==> config.mk <==
export PLATFORM = sky130hd
export DESIGN_NAME = frame_rate_decimator_top
export DESIGN_NICKNAME = d
export VERILOG_FILES = /design/src/rtl/core/frd_pkg.sv /design/src/rtl/core/frd_divider.sv /design/src/rtl/core/frd_cfg.sv /design/src/rtl/core/frame_rate_decimator_top.sv
export SDC_FILE = /design/constraint.sdc
export NUM_CORES = 2
export LEC_CHECK = 0
export CAP_MARGIN = 30
export CORE_ASPECT_RATIO = 1.5
export CORE_MARGIN = 2
export CORE_UTILIZATION = 40
export DETAILED_ROUTE_END_ITERATION = 8
export DONT_BUFFER_PORTS = 1
export SLEW_MARGIN = 20
export SYNTH_ARGS = -nofsm -noshare
export SYNTH_HDL_FRONTEND = slang
export SYNTH_HIERARCHICAL = 1
export SYNTH_SLANG_ARGS = --single-unit
==> constraint.sdc <==
create_clock -name clk -period 8.1 [get_ports clk]
set_clock_uncertainty 0.2 [all_clocks]
set_input_delay 0.405 -clock clk [delete_from_list [all_inputs] [get_ports clk]]
set_output_delay 0.405 -clock clk [all_outputs]
set_load 0.005 [all_outputs]
==> src/rtl/core/frd_pkg.sv <==
// Shared types and constants for the frame rate decimator.
`default_nettype none
package frd_pkg;

  localparam int unsigned WINDOW_MS  = 60000;
  localparam int unsigned MS_PER_S   = 1000;
  localparam int unsigned RATIO_BIAS = 2;

  localparam int unsigned DVD_W = 42;
  localparam int unsigned DVS_W = 17;
  localparam int unsigned CNT_W = 6;
  localparam int unsigned SHORT_ITERS = DVS_W;
  localparam int unsigned LONG_ITERS  = DVD_W;

  localparam int unsigned APB_AW = 3;
  localparam int unsigned APB_DW = 32;

  localparam logic REG_EXPECTED_FPS = 1'b0;
  localparam logic REG_NO_SKIP      = 1'b1;

  localparam logic [1:0] CAUSE_PASS  = 2'd0;
  localparam logic [1:0] CAUSE_RATIO = 2'd1;
  localparam logic [1:0] CAUSE_QUOTA = 2'd2;

  typedef struct packed {
    logic [31:0] now_second;
    logic [31:0] now_ms;
  } frd_in_t;

  typedef struct packed {
    logic        accepted;
    logic [1:0]  drop_cause;
    logic [15:0] frame_index;
    logic [31:0] second_stamp;
    logic [15:0] fps_estimate;
    logic [31:0] skip_owed;
  } frd_out_t;

  typedef struct packed {
    logic [15:0] expected_fps;
    logic        no_skip;
  } frd_cfg_t;

  typedef struct packed {
    logic             start;
    logic [DVD_W-1:0] dividend;
    logic [DVS_W-1:0] divisor;
    logic [CNT_W-1:0] iters;
  } frd_div_req_t;

  typedef struct packed {
    logic             done;
    logic [DVD_W-1:0] quotient;
    logic [DVS_W-1:0] remainder;
  } frd_div_rsp_t;

endpackage
`default_nettype wire

==> src/rtl/core/frd_divider.sv <==
// Bit-serial restoring divider, one quotient bit per cycle.
`default_nettype none
module frd_divider (
  input  wire logic                clk,
  input  wire logic                rst_n,
  input  wire frd_pkg::frd_div_req_t req,
  output frd_pkg::frd_div_rsp_t    rsp
);
  import frd_pkg::*;

  logic             busy_r, busy_nxt;
  logic             done_r, done_nxt;
  logic [CNT_W-1:0] cnt_r, cnt_nxt;
  logic [DVD_W-1:0] dvd_r, dvd_nxt;
  logic [DVS_W-1:0] dvs_r, dvs_nxt;
  logic [DVS_W-1:0] rem_r, rem_nxt;
  logic [DVS_W:0]   rem_sh;
  logic             ge;

  assign rem_sh = {rem_r, dvd_r[DVD_W-1]};
  assign ge     = rem_sh >= {1'b0, dvs_r};

  always_comb begin
    busy_nxt = busy_r;
    done_nxt = 1'b0;
    cnt_nxt  = cnt_r;
    dvd_nxt  = dvd_r;
    dvs_nxt  = dvs_r;
    rem_nxt  = rem_r;
    if (req.start) begin
      busy_nxt = 1'b1;
      cnt_nxt  = req.iters;
      dvd_nxt  = req.dividend;
      dvs_nxt  = req.divisor;
      rem_nxt  = '0;
    end else if (busy_r) begin
      dvd_nxt = {dvd_r[DVD_W-2:0], ge};
      rem_nxt = ge ? DVS_W'(rem_sh - {1'b0, dvs_r}) : rem_sh[DVS_W-1:0];
      cnt_nxt = cnt_r - CNT_W'(1);
      if (cnt_r == CNT_W'(1)) begin
        busy_nxt = 1'b0;
        done_nxt = 1'b1;
      end
    end
  end

  always_ff @(posedge clk) begin
    if (!rst_n) begin
      busy_r <= 1'b0;
      done_r <= 1'b0;
      cnt_r  <= '0;
    end else begin
      busy_r <= busy_nxt;
      done_r <= done_nxt;
      cnt_r  <= cnt_nxt;
    end
    dvd_r <= dvd_nxt;
    dvs_r <= dvs_nxt;
    rem_r <= rem_nxt;
  end

  assign rsp.done      = done_r;
  assign rsp.quotient  = dvd_r;
  assign rsp.remainder = rem_r;

endmodule
`default_nettype wire

==> src/rtl/core/frd_cfg.sv <==
// APB register bank: expected frame rate and decimation disable.
`default_nettype none
module frd_cfg (
  input  wire logic                        clk,
  input  wire logic                        rst_n,
  input  wire logic                        psel,
  input  wire logic                        penable,
  input  wire logic                        pwrite,
  input  wire logic [frd_pkg::APB_AW-1:0]  paddr,
  input  wire logic [frd_pkg::APB_DW-1:0]  pwdata,
  output logic      [frd_pkg::APB_DW-1:0]  prdata,
  output logic                             pready,
  output frd_pkg::frd_cfg_t                cfg
);
  import frd_pkg::*;

  logic [15:0] exp_fps_r, exp_fps_nxt;
  logic        no_skip_r, no_skip_nxt;
  logic        wr;
  logic        sel;

  assign pready = 1'b1;
  assign wr     = psel && penable && pwrite && pready;
  assign sel    = paddr[2];

  always_comb begin
    exp_fps_nxt = exp_fps_r;
    no_skip_nxt = no_skip_r;
    if (wr) begin
      unique case (sel)
        REG_EXPECTED_FPS: exp_fps_nxt = pwdata[15:0];
        REG_NO_SKIP:      no_skip_nxt = pwdata[0];
        default:          exp_fps_nxt = exp_fps_r;
      endcase
    end
  end

  always_comb begin
    unique case (sel)
      REG_EXPECTED_FPS: prdata = {16'd0, exp_fps_r};
      REG_NO_SKIP:      prdata = {31'd0, no_skip_r};
      default:          prdata = '0;
    endcase
  end

  always_ff @(posedge clk) begin
    if (!rst_n) begin
      exp_fps_r <= 16'd30;
      no_skip_r <= 1'b0;
    end else begin
      exp_fps_r <= exp_fps_nxt;
      no_skip_r <= no_skip_nxt;
    end
  end

  assign cfg.expected_fps = exp_fps_r;
  assign cfg.no_skip      = no_skip_r;

endmodule
`default_nettype wire

==> src/rtl/core/frame_rate_decimator_top.sv <==
// Frame rate decimator: per-second window, rate estimate, ratio and quota drops.
// The shared bit-serial divider takes 42 steps for the rate estimate, 17 for each ratio
// division and the index modulo; the estimate runs only in a new second, the ratio
// divisions only when a ratio drop may apply. One frame at a time: a new frame is held
// off until the result of the last one is loaded, which waits while the result stalls.
// Reset (synchronous, rst_n low) clears all counters and the window state.
`default_nettype none
module frame_rate_decimator_top (
  input  wire logic                        clk,
  input  wire logic                        rst_n,
  input  wire logic                        in_valid,
  output logic                             in_stall,
  input  wire frd_pkg::frd_in_t            in_data,
  output logic                             out_valid,
  input  wire logic                        out_stall,
  output frd_pkg::frd_out_t                out_data,
  input  wire logic                        psel,
  input  wire logic                        penable,
  input  wire logic                        pwrite,
  input  wire logic [frd_pkg::APB_AW-1:0]  paddr,
  input  wire logic [frd_pkg::APB_DW-1:0]  pwdata,
  output logic      [frd_pkg::APB_DW-1:0]  prdata,
  output logic                             pready
);
  import frd_pkg::*;

  typedef enum logic [12:0] {
    S_IDLE      = 13'b0000000000001,
    S_FOLD      = 13'b0000000000010,
    S_MUL       = 13'b0000000000100,
    S_FDIV_GO   = 13'b0000000001000,
    S_FDIV_WAIT = 13'b0000000010000,
    S_OWED      = 13'b0000000100000,
    S_RATIO     = 13'b0000001000000,
    S_K_WAIT    = 13'b0000010000000,
    S_CEIL_GO   = 13'b0000100000000,
    S_C_WAIT    = 13'b0001000000000,
    S_MOD_GO    = 13'b0010000000000,
    S_FINISH    = 13'b0100000000000,
    S_M_WAIT    = 13'b1000000000000
  } state_t;

  state_t state_r, state_nxt;

  frd_cfg_t     cfg;
  frd_div_req_t div_req;
  frd_div_rsp_t div_rsp;

  logic [31:0]      sec_r, sec_nxt;
  logic [31:0]      ms_r, ms_nxt;
  logic [31:0]      cur_sec_r, cur_sec_nxt;
  logic [15:0]      fis_r, fis_nxt;
  logic [15:0]      pis_r, pis_nxt;
  logic [15:0]      rate_r, rate_nxt;
  logic [31:0]      wtot_r, wtot_nxt;
  logic [31:0]      wstart_r, wstart_nxt;
  logic [31:0]      owed_r, owed_nxt;
  logic [15:0]      dlt_r, dlt_nxt;
  logic [DVD_W-1:0] prod_r, prod_nxt;
  logic [DVS_W-1:0] k_r, k_nxt;
  logic             mode_ne_r, mode_ne_nxt;
  logic             rdrop_r, rdrop_nxt;
  logic             out_valid_r, out_valid_nxt;
  frd_out_t         out_data_r, out_data_nxt;

  logic [31:0]      diff_a, diff_b, span;
  logic [15:0]      ex;
  logic [15:0]      idx;
  logic [DVS_W-1:0] k_q;
  logic [DVS_W-1:0] k_ceil;
  logic [1:0]       cause;
  logic             can_load;

  frd_cfg u_cfg (
    .clk     (clk),
    .rst_n   (rst_n),
    .psel    (psel),
    .penable (penable),
    .pwrite  (pwrite),
    .paddr   (paddr),
    .pwdata  (pwdata),
    .prdata  (prdata),
    .pready  (pready),
    .cfg     (cfg)
  );

  frd_divider u_div (
    .clk   (clk),
    .rst_n (rst_n),
    .req   (div_req),
    .rsp   (div_rsp)
  );

  assign diff_a   = ms_r - wstart_r;
  assign diff_b   = wstart_r - ms_r;
  assign span     = diff_a[31] ? diff_b : diff_a;
  assign ex       = (cfg.expected_fps == 16'd0) ? 16'd1 : cfg.expected_fps;
  assign idx      = fis_r - 16'd1;
  assign k_q      = div_rsp.quotient[DVS_W-1:0];
  assign k_ceil   = k_q + DVS_W'(div_rsp.remainder != '0);
  assign can_load = !out_valid_r || !out_stall;
  assign in_stall = (state_r != S_IDLE);

  always_comb begin
    if (rdrop_r) begin
      cause = CAUSE_RATIO;
    end else if (!cfg.no_skip && (pis_r >= ex)) begin
      cause = CAUSE_QUOTA;
    end else begin
      cause = CAUSE_PASS;
    end
  end

  always_comb begin
    div_req.start    = 1'b0;
    div_req.dividend = {1'b0, idx, 25'd0};
    div_req.divisor  = k_r;
    div_req.iters    = CNT_W'(SHORT_ITERS);
    unique case (state_r)
      S_FDIV_GO: begin
        div_req.start    = 1'b1;
        div_req.dividend = prod_r;
        div_req.divisor  = {1'b0, dlt_r};
        div_req.iters    = CNT_W'(LONG_ITERS);
      end
      S_RATIO: begin
        div_req.start    = !cfg.no_skip && (rate_r > ex);
        div_req.dividend = (ex > 16'(RATIO_BIAS))
                           ? {(17'(rate_r) + 17'(RATIO_BIAS)), 25'd0}
                           : {1'b0, rate_r, 25'd0};
        div_req.divisor  = {1'b0, ex};
      end
      S_CEIL_GO: begin
        div_req.start    = 1'b1;
        div_req.dividend = {1'b0, rate_r, 25'd0};
        div_req.divisor  = {1'b0, rate_r - ex};
      end
      S_MOD_GO: begin
        div_req.start    = 1'b1;
      end
      default: div_req.start = 1'b0;
    endcase
  end

  always_comb begin
    state_nxt     = state_r;
    sec_nxt       = sec_r;
    ms_nxt        = ms_r;
    cur_sec_nxt   = cur_sec_r;
    fis_nxt       = fis_r;
    pis_nxt       = pis_r;
    rate_nxt      = rate_r;
    wtot_nxt      = wtot_r;
    wstart_nxt    = wstart_r;
    owed_nxt      = owed_r;
    dlt_nxt       = dlt_r;
    prod_nxt      = prod_r;
    k_nxt         = k_r;
    mode_ne_nxt   = mode_ne_r;
    rdrop_nxt     = rdrop_r;
    out_valid_nxt = out_valid_r && out_stall;
    out_data_nxt  = out_data_r;
    unique case (state_r)
      S_IDLE: begin
        if (in_valid) begin
          sec_nxt   = in_data.now_second;
          ms_nxt    = in_data.now_ms;
          rdrop_nxt = 1'b0;
          state_nxt = S_FOLD;
        end
      end
      S_FOLD: begin
        if (sec_r != cur_sec_r) begin
          fis_nxt     = 16'd1;
          pis_nxt     = 16'd0;
          cur_sec_nxt = sec_r;
          dlt_nxt     = span[15:0];
          if (span > 32'(WINDOW_MS)) begin
            wtot_nxt   = '0;
            wstart_nxt = ms_r;
            state_nxt  = S_OWED;
          end else if (span != 32'd0) begin
            wtot_nxt  = wtot_r + {16'd0, fis_r};
            state_nxt = S_MUL;
          end else begin
            state_nxt = S_OWED;
          end
        end else begin
          if (fis_r != 16'hFFFF) begin
            fis_nxt = fis_r + 16'd1;
          end
          state_nxt = S_RATIO;
        end
      end
      S_MUL: begin
        prod_nxt  = DVD_W'(wtot_r) * DVD_W'(MS_PER_S);
        state_nxt = S_FDIV_GO;
      end
      S_FDIV_GO: begin
        state_nxt = S_FDIV_WAIT;
      end
      S_FDIV_WAIT: begin
        if (div_rsp.done) begin
          rate_nxt  = (div_rsp.quotient[DVD_W-1:16] != '0) ? 16'hFFFF
                                                           : div_rsp.quotient[15:0];
          state_nxt = S_OWED;
        end
      end
      S_OWED: begin
        owed_nxt  = (rate_r > cfg.expected_fps) ? {16'd0, rate_r - cfg.expected_fps}
                                                : 32'd0;
        state_nxt = S_RATIO;
      end
      S_RATIO: begin
        state_nxt = div_req.start ? S_K_WAIT : S_FINISH;
      end
      S_K_WAIT: begin
        if (div_rsp.done) begin
          if (k_q > DVS_W'(1)) begin
            k_nxt       = k_q;
            mode_ne_nxt = 1'b1;
            state_nxt   = S_MOD_GO;
          end else begin
            mode_ne_nxt = 1'b0;
            state_nxt   = S_CEIL_GO;
          end
        end
      end
      S_CEIL_GO: begin
        state_nxt = S_C_WAIT;
      end
      S_C_WAIT: begin
        if (div_rsp.done) begin
          k_nxt     = k_ceil;
          state_nxt = S_MOD_GO;
        end
      end
      S_MOD_GO: begin
        state_nxt = S_M_WAIT;
      end
      S_M_WAIT: begin
        if (div_rsp.done) begin
          rdrop_nxt = mode_ne_r ? (div_rsp.remainder != '0) : (div_rsp.remainder == '0);
          state_nxt = S_FINISH;
        end
      end
      S_FINISH: begin
        if (can_load) begin
          if (rdrop_r) begin
            owed_nxt = owed_r - 32'd1;
          end
          if ((cause == CAUSE_PASS) && (pis_r != 16'hFFFF)) begin
            pis_nxt = pis_r + 16'd1;
          end
          out_valid_nxt             = 1'b1;
          out_data_nxt.accepted     = (cause == CAUSE_PASS);
          out_data_nxt.drop_cause   = cause;
          out_data_nxt.frame_index  = idx;
          out_data_nxt.second_stamp = (cause == CAUSE_PASS) ? sec_r : 32'd0;
          out_data_nxt.fps_estimate = rate_r;
          out_data_nxt.skip_owed    = rdrop_r ? (owed_r - 32'd1) : owed_r;
          state_nxt                 = S_IDLE;
        end
      end
      default: state_nxt = S_IDLE;
    endcase
  end

  always_ff @(posedge clk) begin
    if (!rst_n) begin
      state_r     <= S_IDLE;
      cur_sec_r   <= '0;
      fis_r       <= '0;
      pis_r       <= '0;
      rate_r      <= '0;
      wtot_r      <= '0;
      wstart_r    <= '0;
      owed_r      <= '0;
      mode_ne_r   <= 1'b0;
      rdrop_r     <= 1'b0;
      out_valid_r <= 1'b0;
    end else begin
      state_r     <= state_nxt;
      cur_sec_r   <= cur_sec_nxt;
      fis_r       <= fis_nxt;
      pis_r       <= pis_nxt;
      rate_r      <= rate_nxt;
      wtot_r      <= wtot_nxt;
      wstart_r    <= wstart_nxt;
      owed_r      <= owed_nxt;
      mode_ne_r   <= mode_ne_nxt;
      rdrop_r     <= rdrop_nxt;
      out_valid_r <= out_valid_nxt;
    end
    sec_r      <= sec_nxt;
    ms_r       <= ms_nxt;
    dlt_r      <= dlt_nxt;
    prod_r     <= prod_nxt;
    k_r        <= k_nxt;
    out_data_r <= out_data_nxt;
  end

  assign out_valid = out_valid_r;
  assign out_data  = out_data_r;

endmodule
`default_nettype wire

==> flow_summary_export.csv <==
group,metric,value,unit
die,fp-row-count,135,
cells_and_area,drive_gt1_frac,0.0651,
sta,whs,-0.00571,ns
synth,synth_top_family_by_area,"simple AND/OR/NAND/NOR gates",
cells_and_area,largest_reg_flops,99,
sta,final.setup.tns,0,ns
routing,drtIter0Drc,1971,
clock_network,cts.sinks,528,
synth,yosys.area_share.simple,0.181,
worst_setup_path,worst-path-stages,19,
global_route,grt_pass1_wl,157,mm
synth,synthTopCellsByArea,"edfxtp_1, dfxtp_1, ha_1, fa_1, nand2_1",
worst_setup_path,r2r_cells,19,
routing,routed_via_density,5.54,
synth,synthAdderAreaFrac,0.150,
power,power.total,6960,uW
global_route,gr-total-overflow,0,
run_status,status,"finished with violations",
clock_network,clockBufferDepth,3,
synth,synthFlopType,"edfxtp_1",
sta,maxSlewViolCount,0,
power,p_leak,0.0159,uW
worst_setup_path,cp_max_fo,5,
place,portBuffers,0,
global_route,grt_max_degree,169,
die,dieHeight,373,um
worst_setup_path,rrSetupSlack,2.01,ns
synth,netlist.top_cell.by_area,"edfxtp_1",
worst_setup_path,worstReg2RegEnd,"prod_r[40]",
worst_setup_path,path_buf_inv,2,
cells_and_area,num-nets-final,4397,
synth,muxShareOfSynthArea,0.0327,
worst_setup_path,worst_path_max_delay_cell,"fa_1",
place,dpl.hpwl,75.4,mm
routing,drtPass1Iterations,5,
die,start_util,0.403,
power,ir_drop,0.000167,V
cells_and_area,fillCellCount,8657,
die,ioPinCount,240,
place,dpl_cell_area,37400,um2
flow_run,maxCapViolations,0,
place,gp_congestion,0.917,
synth,ys_ff_latch,528,
cells_and_area,multi_input_area,20800,um2
clock_network,htree_levels,2,
global_route,grt_antenna_before_repair,3,
sta,hold_viol_final,1,
cells_and_area,syn_to_final_growth,11.3,%
sta,worst_pin_slew,1.01,ns
clock_network,cts_resized,0,
die,die_area,93400,um2
clock_network,clkTransAtPathRegs,0.06,ns
synth,yosysUniqueCellTypes,106,
hold_path,hp-class,"input port to flop",
worst_setup_path,cp-endpoint,"prod_r[40]",
sta,max_freq,164,MHz
cells_and_area,fin_area,40500,um2
worst_setup_path,crit_arrival,6.29,ns
run_status,violations,"negative hold slack",
synth,netlist_area,36400,um2
synth,synth_top_cell_area_share,0.243,
die,core_area,90200,um2
worst_setup_path,critPathCaptureType,"flop",
global_route,track_usage,0.211,
synth,synth-seq-area-share,0.372,
routing,drt_wl_total,101,mm
worst_setup_path,critPathRequiredTime,8.29,ns
synth,ys_warn_count,6,
synth,synthCells,3892,
worst_setup_path,critPathLaunchType,"flop",
worst_setup_path,reg2reg_from,"wtot_r[8]",
synth,synth_compound_area_frac,0.150,
cells_and_area,stdcell_count,5142,
worst_setup_path,cpMostUsedCell,"fa_1",
worst_setup_path,cpLargestDelayFamily,"adder cells",
worst_setup_path,startpoint,"wtot_r[8]",
synth,avgSynthCellArea,9.34,um2
routing,wl_per_cell,19.7,um
sta,period_minus_slack,6.09,ns
synth,synthXorXnorAreaFrac,0.0556,
cells_and_area,antenna_cells,0,
worst_setup_path,cpPeakStageDelay,0.60,ns
power,powerDensity,172,nW/um2
clock_network,cts_made_buffers,57,
clock_network,clock_latency,0.64,ns
sta,slew_headroom,0.323,
synth,netlist_top_cells_count,"nand2_1, inv_1, edfxtp_1",
synth,yosysMostFrequentCell,"nand2_1",
routing,drc,0,
sta,setup_viol,0,
clock_network,cts_root_buffer,"clkbuf_16",
worst_setup_path,worstSetupPathType,"flop to flop",
die,fp.dieW,250,um
worst_setup_path,cp_cell_sequence,"inv_1 > fa_1 > fa_1 > fa_1 > inv_1 > fa_1 > ha_1 > a21o_1 > a21oi_1 > o21ai_0 > or3b_2 > o21ai_0 > o21a_1 > a21oi_1 > a41oi_1 > a21oi_1 > a21o_1 > a31oi_1 > xnor2_1",
global_route,grt_pass1_vias,27700,
synth,synth-edff-count,294,
routing,ant_nets,0,
synth,synthArstFlopShare,0,
sta,rsz0062_at_grt,"false",
clock_network,cts_tree,"yes",
cells_and_area,regArea,13500,um2
place,dp.cells,4930,
routing,vias,28500,
sta,finalCritPeriodShare,0.752,
==> tightest hold or removal path, stage by stage <==
cell	delay, ns
buf_16	0.19
nand2_1	0.12
mux2i_1	0.05
==> area by class of cell <==
cell class              count  share of cell area
clock buffers              77              0.0406
clock inverters            31             0.00878
inverters                 332              0.0308
multi-input cells        2863               0.515
flip-flops and latches    528               0.334
well taps                1164              0.0360
repair buffers            147              0.0348
==> metal layers <==
metal / share of wire / wire length (um) / global-route usage
met5: 0.00027 / 27 / 0
met1: 0.40 / 40200 / 0.250
met3: 0.043 / 4320 / 0.0219
met2: 0.52 / 52400 / 0.388
met4: 0.042 / 4300 / 0.0859
==> power breakdown <==
group | switching (uW) | internal (uW) | leakage [uW]
logic | 734 | 439 | 0.0102
registers | 91.0 | 2930 | 0.00468
clock network | 1170 | 1600 | 0.000959
==> kinds of logic (layout without fill, tap and decap cells) <==
family / after synthesis / after routing
AOI/OAI and AO/OA: 812 / 812
DFF: 528 / 528
other: 3 / 21
adders and majority gates: 362 / 362
muxes: 113 / 113
and+or+nand+nor: 1324 / 1324
xor gates and xnor gates: 231 / 231
buffers and inverters: 519 / 587
==> through the flow <==
stage          worst slack, ns  utilization
3_3_place_gp              2.03        0.414
5_1_grt                   1.63        0.449
3_5_place_dp              2.00        0.415
4_1_cts                   1.99        0.448
2_1_floorplan            0.641            -
6_report                  2.01        0.449
==> worst min-delay path by stage <==
stage / start / end / slack, ns / depth (start not counted)
finish: rst_n / u_cfg/exp_fps_r[0] / -0.006 / 3
global route: rst_n / u_cfg/exp_fps_r[0] / 0.06 / 3
CTS: penable / u_cfg/exp_fps_r[1] / 0.06 / 2
detailed placement: cur_sec_r[14] / cur_sec_r[14] / 0.26 / 2
global placement: cur_sec_r[29] / cur_sec_r[29] / 0.25 / 2
floorplan: rate_r[0] / out_data[32] / 0.21 / 0
==> layout by cell type, fill, tap and decap left out, drive strengths merged, types with 22 or more instances in the layout <==
master	n
a211oi	22
a21o	67
a21oi	246
a31oi	44
and2	84
and3	34
and4	24
buf	46
clkbuf	77
dfxtp	234
dlygate4sd3	101
edfxtp	294
fa	124
ha	238
inv	338
mux2	47
mux2i	66
nand2	411
nand2b	22
nand3	104
nand4	47
nor2	279
nor2b	40
nor3	113
nor4	53
o211ai	26
o21a	27
o21ai	154
o21bai	30
or3	25
xnor2	119
xor2	112
==> timing repair <==
action | CTS | global route
hold buffers | 102 | 0
buffers inserted | 0 | 0
endpoints found under the hold margin | 193 | 0
(Power assumes the default switching activity.)
